[config.mk]
export PLATFORM = sky130hd
export DESIGN_NAME = numeric_literal_parser
export DESIGN_NICKNAME = d
export VERILOG_FILES = /design/src/rtl/nlp_pkg.sv /design/src/rtl/nlp_acc.sv /design/src/rtl/nlp_ctrl.sv /design/src/rtl/numeric_literal_parser.sv
export SDC_FILE = /design/constraint.sdc
export NUM_CORES = 1
export LEC_CHECK = 0
export BUFFER_PORTS_ARGS = -buffer_cell sky130_fd_sc_hd__buf_2
export CORE_MARGIN = 1
export CORE_UTILIZATION = 50
export DETAILED_ROUTE_END_ITERATION = 7
export PLACE_DENSITY = 0.67
export SLEW_MARGIN = 10
export SYNTH_ARGS = -nofsm -noshare
export SYNTH_HDL_FRONTEND = slang
export SYNTH_SLANG_ARGS = --single-unit
export TNS_END_PERCENT = 50
[constraint.sdc]
create_clock -name clk -period 11.7 [get_ports clk]
set_clock_uncertainty 0.1 [all_clocks]
set_input_delay 1.755 -clock clk [delete_from_list [all_inputs] [get_ports clk]]
set_output_delay 1.755 -clock clk [all_outputs]
set_load 0.01 [all_outputs]
[src/rtl/nlp_pkg.sv]
// Shared types, character codes and helpers for the numeric literal parser.
// No dependencies; every other file in rtl/ imports this package.
package nlp_pkg;

  localparam int VAL_W      = 64;
  localparam int EXT_W      = VAL_W + 4;
  localparam int CHAR_W     = 8;
  localparam int RADIX_W    = 5;
  localparam int DIGIT_W    = 4;
  localparam int NUM_BASES  = 4;
  localparam int OUT_DATA_W = 80;
  localparam int OUT_PAD_W  = OUT_DATA_W - (VAL_W + RADIX_W + 3 + 1 + 1);

  localparam logic [CHAR_W-1:0] CH_NUL    = 8'h00;
  localparam logic [CHAR_W-1:0] CH_DOT    = 8'h2e;
  localparam logic [CHAR_W-1:0] CH_0      = 8'h30;
  localparam logic [CHAR_W-1:0] CH_9      = 8'h39;
  localparam logic [CHAR_W-1:0] CH_UP_A   = 8'h41;
  localparam logic [CHAR_W-1:0] CH_UP_Z   = 8'h5a;
  localparam logic [CHAR_W-1:0] CH_USCORE = 8'h5f;
  localparam logic [CHAR_W-1:0] CH_A      = 8'h61;
  localparam logic [CHAR_W-1:0] CH_B      = 8'h62;
  localparam logic [CHAR_W-1:0] CH_D      = 8'h64;
  localparam logic [CHAR_W-1:0] CH_E      = 8'h65;
  localparam logic [CHAR_W-1:0] CH_F      = 8'h66;
  localparam logic [CHAR_W-1:0] CH_H      = 8'h68;
  localparam logic [CHAR_W-1:0] CH_O      = 8'h6f;
  localparam logic [CHAR_W-1:0] CH_Q      = 8'h71;
  localparam logic [CHAR_W-1:0] CH_T      = 8'h74;
  localparam logic [CHAR_W-1:0] CH_X      = 8'h78;
  localparam logic [CHAR_W-1:0] CH_Y      = 8'h79;
  localparam logic [CHAR_W-1:0] CH_Z      = 8'h7a;

  typedef enum logic [1:0] {PH_IDLE, PH_ZERO, PH_PLAIN, PH_PREFIXED} phase_t;
  typedef enum logic [1:0] {RAD_DEC, RAD_BIN, RAD_OCT, RAD_HEX} rad_t;
  typedef enum logic [2:0] {
    ST_OK       = 3'd0,
    ST_BADBASE  = 3'd1,
    ST_BIGDIGIT = 3'd2,
    ST_FLOAT    = 3'd3,
    ST_NOTLIT   = 3'd4
  } status_t;

  typedef logic [VAL_W-1:0] value_t;
  typedef value_t [NUM_BASES-1:0] acc_vec_t;

  typedef struct packed {
    logic               clear;
    logic               add;
    logic [DIGIT_W-1:0] digit;
  } acc_cmd_t;

  typedef struct packed {
    logic               consumed;
    logic               ovf;
    status_t            status;
    logic [RADIX_W-1:0] radix;
    value_t             value;
  } result_t;

  function automatic logic [RADIX_W-1:0] radix_of(input rad_t code);
    logic [RADIX_W-1:0] r;
    unique case (code)
      RAD_DEC: r = RADIX_W'(10);
      RAD_BIN: r = RADIX_W'(2);
      RAD_OCT: r = RADIX_W'(8);
      RAD_HEX: r = RADIX_W'(16);
      default: r = RADIX_W'(10);
    endcase
    return r;
  endfunction

endpackage

[src/rtl/nlp_acc.sv]
// Four running accumulators (bases 10, 2, 8, 16), their overflow bits and
// the largest digit seen. Depends on nlp_pkg.
module nlp_acc (
  input  logic              clk,
  input  logic              rst_n,
  input  logic              step,
  input  nlp_pkg::acc_cmd_t cmd,
  output nlp_pkg::acc_vec_t acc,
  output logic [3:0]        ovf_flags,
  output logic [3:0]        largest_digit
);
  import nlp_pkg::*;

  acc_vec_t   acc_r, acc_nxt;
  logic [3:0] ovf_r, ovf_nxt;
  logic [DIGIT_W-1:0] big_r, big_nxt;

  always_comb begin
    logic [EXT_W-1:0] ext;
    logic [EXT_W-1:0] prod;
    value_t           base;
    logic [3:0]       ovf_base;
    logic [DIGIT_W-1:0] big_base;
    ovf_base = cmd.clear ? 4'd0 : ovf_r;
    big_base = cmd.clear ? '0 : big_r;
    acc_nxt  = acc_r;
    ovf_nxt  = ovf_base;
    big_nxt  = big_base;
    for (int k = 0; k < NUM_BASES; k++) begin
      base = cmd.clear ? '0 : acc_r[k];
      ext  = {4'd0, base};
      unique case (rad_t'(k))
        RAD_DEC: prod = (ext << 3) + (ext << 1);
        RAD_BIN: prod = ext << 1;
        RAD_OCT: prod = ext << 3;
        RAD_HEX: prod = ext << 4;
        default: prod = ext;
      endcase
      prod = prod + EXT_W'(cmd.digit);
      if (cmd.add) begin
        acc_nxt[k] = prod[VAL_W-1:0];
        ovf_nxt[k] = ovf_base[k] | (|prod[EXT_W-1:VAL_W]);
      end else begin
        acc_nxt[k] = base;
      end
    end
    if (cmd.add && cmd.digit > big_base) begin
      big_nxt = cmd.digit;
    end
  end

  always_ff @(posedge clk) begin
    if (!rst_n) begin
      acc_r <= '0;
      ovf_r <= '0;
      big_r <= '0;
    end else if (step) begin
      acc_r <= acc_nxt;
      ovf_r <= ovf_nxt;
      big_r <= big_nxt;
    end
  end

  assign acc           = acc_r;
  assign ovf_flags     = ovf_r;
  assign largest_digit = big_r;

endmodule

[src/rtl/nlp_ctrl.sv]
// Parse phase machine: classifies each character, steers the accumulators
// and forms the result word when a literal ends. Depends on nlp_pkg.
module nlp_ctrl (
  input  logic                        clk,
  input  logic                        rst_n,
  input  logic                        step,
  input  logic [nlp_pkg::CHAR_W-1:0]  ch,
  input  nlp_pkg::acc_vec_t           acc,
  input  logic [3:0]                  ovf_flags,
  input  logic [3:0]                  largest_digit,
  output nlp_pkg::acc_cmd_t           cmd,
  output logic                        res_vld,
  output nlp_pkg::result_t            res,
  output nlp_pkg::phase_t             phase
);
  import nlp_pkg::*;

  phase_t phase_r, phase_nxt;
  rad_t   prad_r, prad_nxt;

  logic               is_dec, is_hexl, is_lower, is_letter;
  logic [DIGIT_W-1:0] dig;

  assign is_dec    = (ch >= CH_0) && (ch <= CH_9);
  assign is_hexl   = (ch >= CH_A) && (ch <= CH_F);
  assign is_lower  = (ch >= CH_A) && (ch <= CH_Z);
  assign is_letter = is_lower || ((ch >= CH_UP_A) && (ch <= CH_UP_Z));
  assign dig       = is_dec  ? ch[3:0] :
                     is_hexl ? DIGIT_W'(ch[3:0] + 4'd9) : '0;

  always_comb begin
    logic    fin, fin_use, fin_cons, pvalid;
    rad_t    fin_code, sfx;
    status_t fin_st;
    fin       = 1'b0;
    fin_use   = 1'b0;
    fin_cons  = 1'b0;
    fin_code  = RAD_DEC;
    fin_st    = ST_OK;
    sfx       = RAD_DEC;
    pvalid    = 1'b0;
    phase_nxt = phase_r;
    prad_nxt  = prad_r;
    cmd       = '{clear: 1'b0, add: 1'b0, digit: dig};

    unique case (phase_r)
      PH_ZERO: begin
        if (ch == CH_B || ch == CH_Y || ch == CH_O || ch == CH_Q ||
            ch == CH_X || ch == CH_H || ch == CH_D || ch == CH_T) begin
          prad_nxt  = (ch == CH_B || ch == CH_Y) ? RAD_BIN :
                      (ch == CH_O || ch == CH_Q) ? RAD_OCT :
                      (ch == CH_X || ch == CH_H) ? RAD_HEX : RAD_DEC;
          phase_nxt = PH_PREFIXED;
        end else if (is_dec) begin
          cmd.add   = 1'b1;
          phase_nxt = PH_PLAIN;
        end else if (ch == CH_USCORE) begin
          phase_nxt = PH_PLAIN;
        end else if (ch == CH_DOT) begin
          fin = 1'b1; fin_st = ST_FLOAT; fin_cons = 1'b1;
        end else if (is_letter && ch != CH_E) begin
          fin = 1'b1; fin_st = ST_BADBASE; fin_cons = 1'b1;
        end else begin
          fin = 1'b1; fin_use = 1'b1;
        end
      end
      PH_PLAIN: begin
        if (is_dec) begin
          cmd.add = 1'b1;
        end else if (ch == CH_USCORE) begin
          fin = 1'b0;
        end else if (ch == CH_DOT) begin
          fin = 1'b1; fin_st = ST_FLOAT; fin_cons = 1'b1;
        end else if (ch == CH_B || ch == CH_O || ch == CH_H) begin
          sfx      = (ch == CH_B) ? RAD_BIN : (ch == CH_O) ? RAD_OCT : RAD_HEX;
          fin      = 1'b1;
          fin_code = sfx;
          fin_cons = 1'b1;
          if (RADIX_W'(largest_digit) >= radix_of(sfx)) begin
            fin_st = ST_BIGDIGIT;
          end else begin
            fin_use = 1'b1;
          end
        end else begin
          fin = 1'b1; fin_use = 1'b1;
        end
      end
      PH_PREFIXED: begin
        fin_code = prad_r;
        pvalid   = (is_dec || (prad_r == RAD_HEX && is_hexl)) &&
                   (RADIX_W'(dig) < radix_of(prad_r));
        if (pvalid) begin
          cmd.add = 1'b1;
        end else if (ch == CH_USCORE) begin
          fin = 1'b0;
        end else if (ch == CH_DOT) begin
          fin = 1'b1; fin_st = ST_FLOAT; fin_cons = 1'b1;
        end else begin
          fin = 1'b1; fin_use = 1'b1;
        end
      end
      default: begin
        cmd.clear = 1'b1;
        prad_nxt  = RAD_DEC;
        if (ch == CH_0) begin
          phase_nxt = PH_ZERO;
        end else if (is_dec) begin
          cmd.add   = 1'b1;
          phase_nxt = PH_PLAIN;
        end else begin
          fin = 1'b1; fin_st = ST_NOTLIT;
        end
      end
    endcase

    if (fin) begin
      cmd.clear = 1'b1;
      phase_nxt = PH_IDLE;
      prad_nxt  = RAD_DEC;
    end

    res_vld      = fin;
    res.value    = fin_use ? acc[fin_code] : '0;
    res.radix    = radix_of(fin_code);
    res.status   = fin_st;
    res.ovf      = fin_use & ovf_flags[fin_code];
    res.consumed = fin_cons;
  end

  always_ff @(posedge clk) begin
    if (!rst_n) begin
      phase_r <= PH_IDLE;
      prad_r  <= RAD_DEC;
    end else if (step) begin
      phase_r <= phase_nxt;
      prad_r  <= prad_nxt;
    end
  end

  assign phase = phase_r;

endmodule

[src/rtl/numeric_literal_parser.sv]
// Parses an assembler integer literal, one character word per cycle: radix
// prefixes 0b/0y, 0o/0q, 0x/0h, 0d/0t, suffixes b/o/h, underscore skipping,
// one result word when the literal ends. A character word is taken into an
// input register and processed from there through the phase machine and
// the four shift-add accumulators into the output register, so one
// character is accepted every cycle unless a held result stalls the input.
// A result word is registered in the output register when its ending
// character is processed from the input register, and is presented from
// there. While out_tready is low and a result word waits in the output
// register, the next character waits in the input register, whether or
// not it ends a literal, and the input stalls behind it. Code 0 marks end
// of text. Depends on nlp_pkg, nlp_acc and nlp_ctrl.
module numeric_literal_parser (
  input  logic        clk,
  input  logic        rst_n,
  input  logic        in_tvalid,
  output logic        in_tready,
  input  logic [7:0]  in_tdata,   // [7:0] char_code
  output logic        out_tvalid,
  input  logic        out_tready,
  output logic [79:0] out_tdata   // [63:0] literal_value, [68:64] radix_used,
                                  // [71:69] parse_status, [72] overflow_flag,
                                  // [73] stop_consumed, [79:74] zero
);
  import nlp_pkg::*;

  logic              in_vld_r, in_vld_nxt;
  logic [CHAR_W-1:0] ch_r;
  logic              out_vld_r, out_vld_nxt;
  result_t           out_res_r;

  logic       proc_fire, in_fire;
  acc_cmd_t   cmd;
  acc_vec_t   acc;
  logic [3:0] ovf_flags;
  logic [3:0] largest_digit;
  logic       res_vld;
  result_t    res;
  phase_t     phase;

  assign proc_fire = in_vld_r && (!out_vld_r || out_tready);
  assign in_tready = !in_vld_r || proc_fire;
  assign in_fire   = in_tvalid && in_tready;

  nlp_acc u_acc (
    .clk           (clk),
    .rst_n         (rst_n),
    .step          (proc_fire),
    .cmd           (cmd),
    .acc           (acc),
    .ovf_flags     (ovf_flags),
    .largest_digit (largest_digit)
  );

  nlp_ctrl u_ctrl (
    .clk           (clk),
    .rst_n         (rst_n),
    .step          (proc_fire),
    .ch            (ch_r),
    .acc           (acc),
    .ovf_flags     (ovf_flags),
    .largest_digit (largest_digit),
    .cmd           (cmd),
    .res_vld       (res_vld),
    .res           (res),
    .phase         (phase)
  );

  always_comb begin
    in_vld_nxt = in_fire ? 1'b1 : (proc_fire ? 1'b0 : in_vld_r);
    if (proc_fire && res_vld) begin
      out_vld_nxt = 1'b1;
    end else if (out_tready) begin
      out_vld_nxt = 1'b0;
    end else begin
      out_vld_nxt = out_vld_r;
    end
  end

  always_ff @(posedge clk) begin
    if (!rst_n) begin
      in_vld_r  <= 1'b0;
      out_vld_r <= 1'b0;
    end else begin
      in_vld_r  <= in_vld_nxt;
      out_vld_r <= out_vld_nxt;
    end
  end

  always_ff @(posedge clk) begin
    if (in_fire) begin
      ch_r <= in_tdata;
    end
    if (proc_fire && res_vld) begin
      out_res_r <= res;
    end
  end

  assign out_tvalid = out_vld_r;
  assign out_tdata  = {{OUT_PAD_W{1'b0}}, out_res_r.consumed, out_res_r.ovf,
                       out_res_r.status, out_res_r.radix, out_res_r.value};

`ifndef SYNTH
  a_full_input_moves: assert property (@(posedge clk) disable iff (!rst_n)
    (in_fire && in_vld_r) |-> proc_fire)
    else $error("input register overwritten before processing");

  a_result_returns_idle: assert property (@(posedge clk) disable iff (!rst_n)
    (proc_fire && res_vld) |=> (phase == PH_IDLE))
    else $error("parser not idle after a result");

  a_notlit_clean: assert property (@(posedge clk) disable iff (!rst_n)
    (out_vld_r && out_res_r.status == ST_NOTLIT) |->
    (out_res_r.value == '0 && !out_res_r.consumed && !out_res_r.ovf))
    else $error("non-literal result carries data");

  a_bigdigit_clean: assert property (@(posedge clk) disable iff (!rst_n)
    (out_vld_r && out_res_r.status == ST_BIGDIGIT) |->
    (out_res_r.value == '0 && !out_res_r.ovf && out_res_r.consumed))
    else $error("oversized digit result carries a value");
`endif

endmodule
==> results.sh <==
export IMPL_crit_type="reg2reg"
export IMPL_fin_util_pct=55.9
export IMPL_p_sw_mw=0.615
export IMPL_cts_inserted_buffers=42
export IMPL_clkLatencyLatePin_ns=0.58
export IMPL_cap_violations=0
export IMPL_cts_hold_buffers=0
export IMPL_yosys_warnings=0
export IMPL_rows=76
export IMPL_grt_max_degree=189
export IMPL_clock_power_share_pct=49.8
export IMPL_pwr_share_comb_pct=3.3
export IMPL_crit_path_max_fanout=66
export IMPL_drt_iter0_markers=1311
export IMPL_firstDrtPassIters=5
export IMPL_cts_max_level=2
export IMPL_layout_common_cells="dfxtp_1 (270), nor2b_1 (251), nand2_1 (237)"
export IMPL_synthToLayoutAreaGrowth_pct=9.51
export IMPL_regToRegSetupSlack_ns=4.43
export IMPL_vias=18300
export IMPL_layout_commonest_cell="dfxtp_1"
export IMPL_grt_use_total_pct=27.5
export IMPL_clock_path_buffers=3
export IMPL_die_area_um2=45200
export IMPL_nNetsFinal=2574
export IMPL_cts_resized=0
export IMPL_cell_internal_pwr_mw=2.06
export IMPL_finalSetupViolCount=0
export IMPL_synth_edf_count=80
export IMPL_io_buffers=85
export IMPL_synthCells=2417
export IMPL_slew_viol_final=0
export IMPL_initial_utilization_pct=51.1
export IMPL_multi_input_area_um2=13600
export IMPL_gp_congestion=0.899
export IMPL_required_ns=12.10
export IMPL_start_kind="register"
export IMPL_dp_slack_ns=4.50
export IMPL_diodes=0
export IMPL_total_leakage_power_nw=9.02
export IMPL_cellPowerDensity_nw_per_um2=110
export IMPL_ys_seq_area_share_pct=35.2
export IMPL_critPathLaunch="ch_r[1]"
export IMPL_path_clk_slew_ns=0.06
export IMPL_ant_nets=0
export IMPL_min_from="u_acc.acc[123]"
export IMPL_globalRoute_totalOverflow=0
export IMPL_synth_flop_cell="dfxtp_1"
export IMPL_hold_class="reg2reg"
export IMPL_vdd_ir_drop_max_uv=101
export IMPL_slew_limit_headroom_pct=18.7
export IMPL_core_um2=43500
export IMPL_sequentialPowerShare_pct=46.9
export IMPL_dp_hpwl_um=42100
export IMPL_ios=94
export IMPL_synthArstFlopShare_pct=0
export IMPL_post_cts_setup_buffers=0
export IMPL_clock_root_buffer="clkbuf_16"
export IMPL_synth_cell_types=86
export IMPL_fillers=3931
export IMPL_regArea_um2=7810
export IMPL_arrival_ns=7.66
export IMPL_tns_ns=0
export IMPL_drive_gt1_share_pct=10.9
export IMPL_fmax_mhz=138
export IMPL_die_w_um=213
export IMPL_drcViolationCount=0
export IMPL_rsz0062_at_grt="no"
export IMPL_post_drt_wl_per_cell_um=20.3
export IMPL_cts_num_sinks=350
export IMPL_antenna_found_initial=0
export IMPL_setup_slack_ns=4.43
export IMPL_fin_crit_ns=7.27
export IMPL_avgSynthCellArea_um2=9.19
export IMPL_grt_pass1_wl_um=98000
export IMPL_tightest_slew_ns=1.22
export IMPL_hold_violations=0
export IMPL_p_sw_share_pct=23.0
export IMPL_reg2reg_from="ch_r[1]"
export IMPL_status="finished, final reports clean"
export IMPL_wl_um=61500
export IMPL_synth_area_um2=22200
export IMPL_synth_seq_cells=350
export IMPL_period_share_pct=62.1
export IMPL_tritoncts="done"
export IMPL_die_h_um=213
export IMPL_via_per_inst=6.03
export IMPL_grt_pass1_vias=17800
export IMPL_end_kind="register"
[sequential cells by signal (all words and copies together) (netlist names)]
register and flops:
u_acc.acc 256, out_tdata 72, ch_r 8, u_acc.largest_digit 4, u_acc.ovf_flags 4, u_ctrl.phase 2
u_ctrl.prad_r 2, in_vld_r 1, out_tvalid 1
[routing by layer]
layer / vias up / track usage (%) / routed length, um
met5: - / 0 / 0
met3: 95 / 4.78 / 4270
li1: 8734 / - / -
met4: 0 / 9.30 / 1780
met1: 8876 / 38.0 / 27700
met2: 607 / 43.2 / 27800
[stage by stage]
stage / hold slack [ns] / cell area [um2] / total power [mW] / instances
after floorplan: 0.331 / 22200 / 1.34 / 2424
after global placement: 0.349 / 22900 / 1.37 / 2957
after detailed placement: 0.355 / 22900 / 1.37 / 2957
after CTS: 0.364 / 24300 / 2.70 / 3035
after global routing: 0.382 / 24300 / 2.75 / 3035
final: 0.363 / 24300 / 2.68 / 3035
[worst max-delay path, stage by stage, from the launching register on]
cell and delay (ns):
edfxtp_1 0.43, inv_1 0.11, ha_1 0.26, nor3b_1 0.35
nor4_2 0.13, a21o_1 0.29, ha_1 0.26, and2_1 0.14
o21ai_1 0.32, o211a_4 0.57, buf_4 0.64, and2_1 0.25
ha_1 0.24, ha_1 0.38, a21oi_1 0.28, o22ai_1 0.12
a2111oi_1 0.48, nand2_1 0.12, o311ai_2 0.32, o31ai_4 0.18
a21oi_1 0.35, nor3_1 0.11, or4_1 0.53, o22ai_1 0.18
[cell type report]
class,count,share of cell area (%)
Inverter,52,0.803
Clock inverter,23,0.901
Timing Repair Buffer,98,2.21
Multi-Input combinational cell,1872,56.1
Clock buffer,55,4.87
Sequential cell,350,32.1
Tap cell,585,3.01
[cell families (layout without fill, tap and decap cells)]
group / count (synthesis) / count (layout) / synth area share (%)
xor gates and xnor gates: 170 / 170 / 6.71
adders and majority gates: 146 / 146 / 8.33
and+or+nand+nor: 913 / 913 / 22.0
other: 1 / 8 / 0.0169
AOI/OAI and AO/OA: 564 / 564 / 17.1
muxes: 71 / 71 / 6.87
DFF: 350 / 350 / 35.2
buffers and inverters: 202 / 228 / 3.82
[cell usage after synthesis (4+ instances only)]
cell / number / share of area (%)
a211o_1: 6 / 0.24
a211oi_1: 12 / 0.41
a21boi_0: 11 / 0.37
a21o_1: 32 / 1.1
a21oi_1: 96 / 2.2
a22oi_1: 169 / 5.7
a31oi_1: 14 / 0.39
and2_1: 92 / 2.6
and3_1: 33 / 0.93
and4_1: 11 / 0.43
buf_1: 4 / 0.068
buf_2: 38 / 0.86
buf_4: 11 / 0.37
clkbuf_1: 97 / 1.6
dfxtp_1: 270 / 24
edfxtp_1: 80 / 11
ha_1: 143 / 8.1
inv_1: 52 / 0.88
mux2i_1: 5 / 0.23
mux4_2: 65 / 6.6
nand2_1: 239 / 4.0
nand2b_1: 8 / 0.23
nand3_1: 63 / 1.4
nand3b_1: 4 / 0.14
nand4_1: 44 / 1.2
nor2_1: 87 / 1.5
nor2b_1: 252 / 7.1
nor3_1: 27 / 0.61
nor3_2: 4 / 0.18
nor3b_1: 7 / 0.24
nor4_1: 9 / 0.25
o211a_1: 5 / 0.23
o211ai_1: 7 / 0.24
o21a_1: 9 / 0.30
o21ai_0: 60 / 1.4
o21ai_1: 74 / 1.7
o21bai_1: 15 / 0.51
o22ai_1: 4 / 0.11
o31ai_1: 6 / 0.20
or3_1: 10 / 0.28
xnor2_1: 96 / 3.8
xor2_1: 74 / 2.9
[power by group through the flow]
stage	Combinational, mW	Sequential (mW)	Clock [mW]
after floorplan	0.0551	1.29	0
after global placement	0.0892	1.28	0
after detailed placement	0.0897	1.28	0
after CTS	0.0899	1.25	1.35
after global routing	0.0969	1.26	1.40
final	0.0892	1.25	1.33
[final timing paths]
check                                          end  cells past startpoint
worst max-delay path            u_acc.ovf_flags[0]                     23
worst min-delay path                u_acc.acc[123]                      2
worst max register to register  u_acc.ovf_flags[0]                     23
worst min register to register      u_acc.acc[123]                      2
No activity file was read; power rests on OpenSTA's default activity.
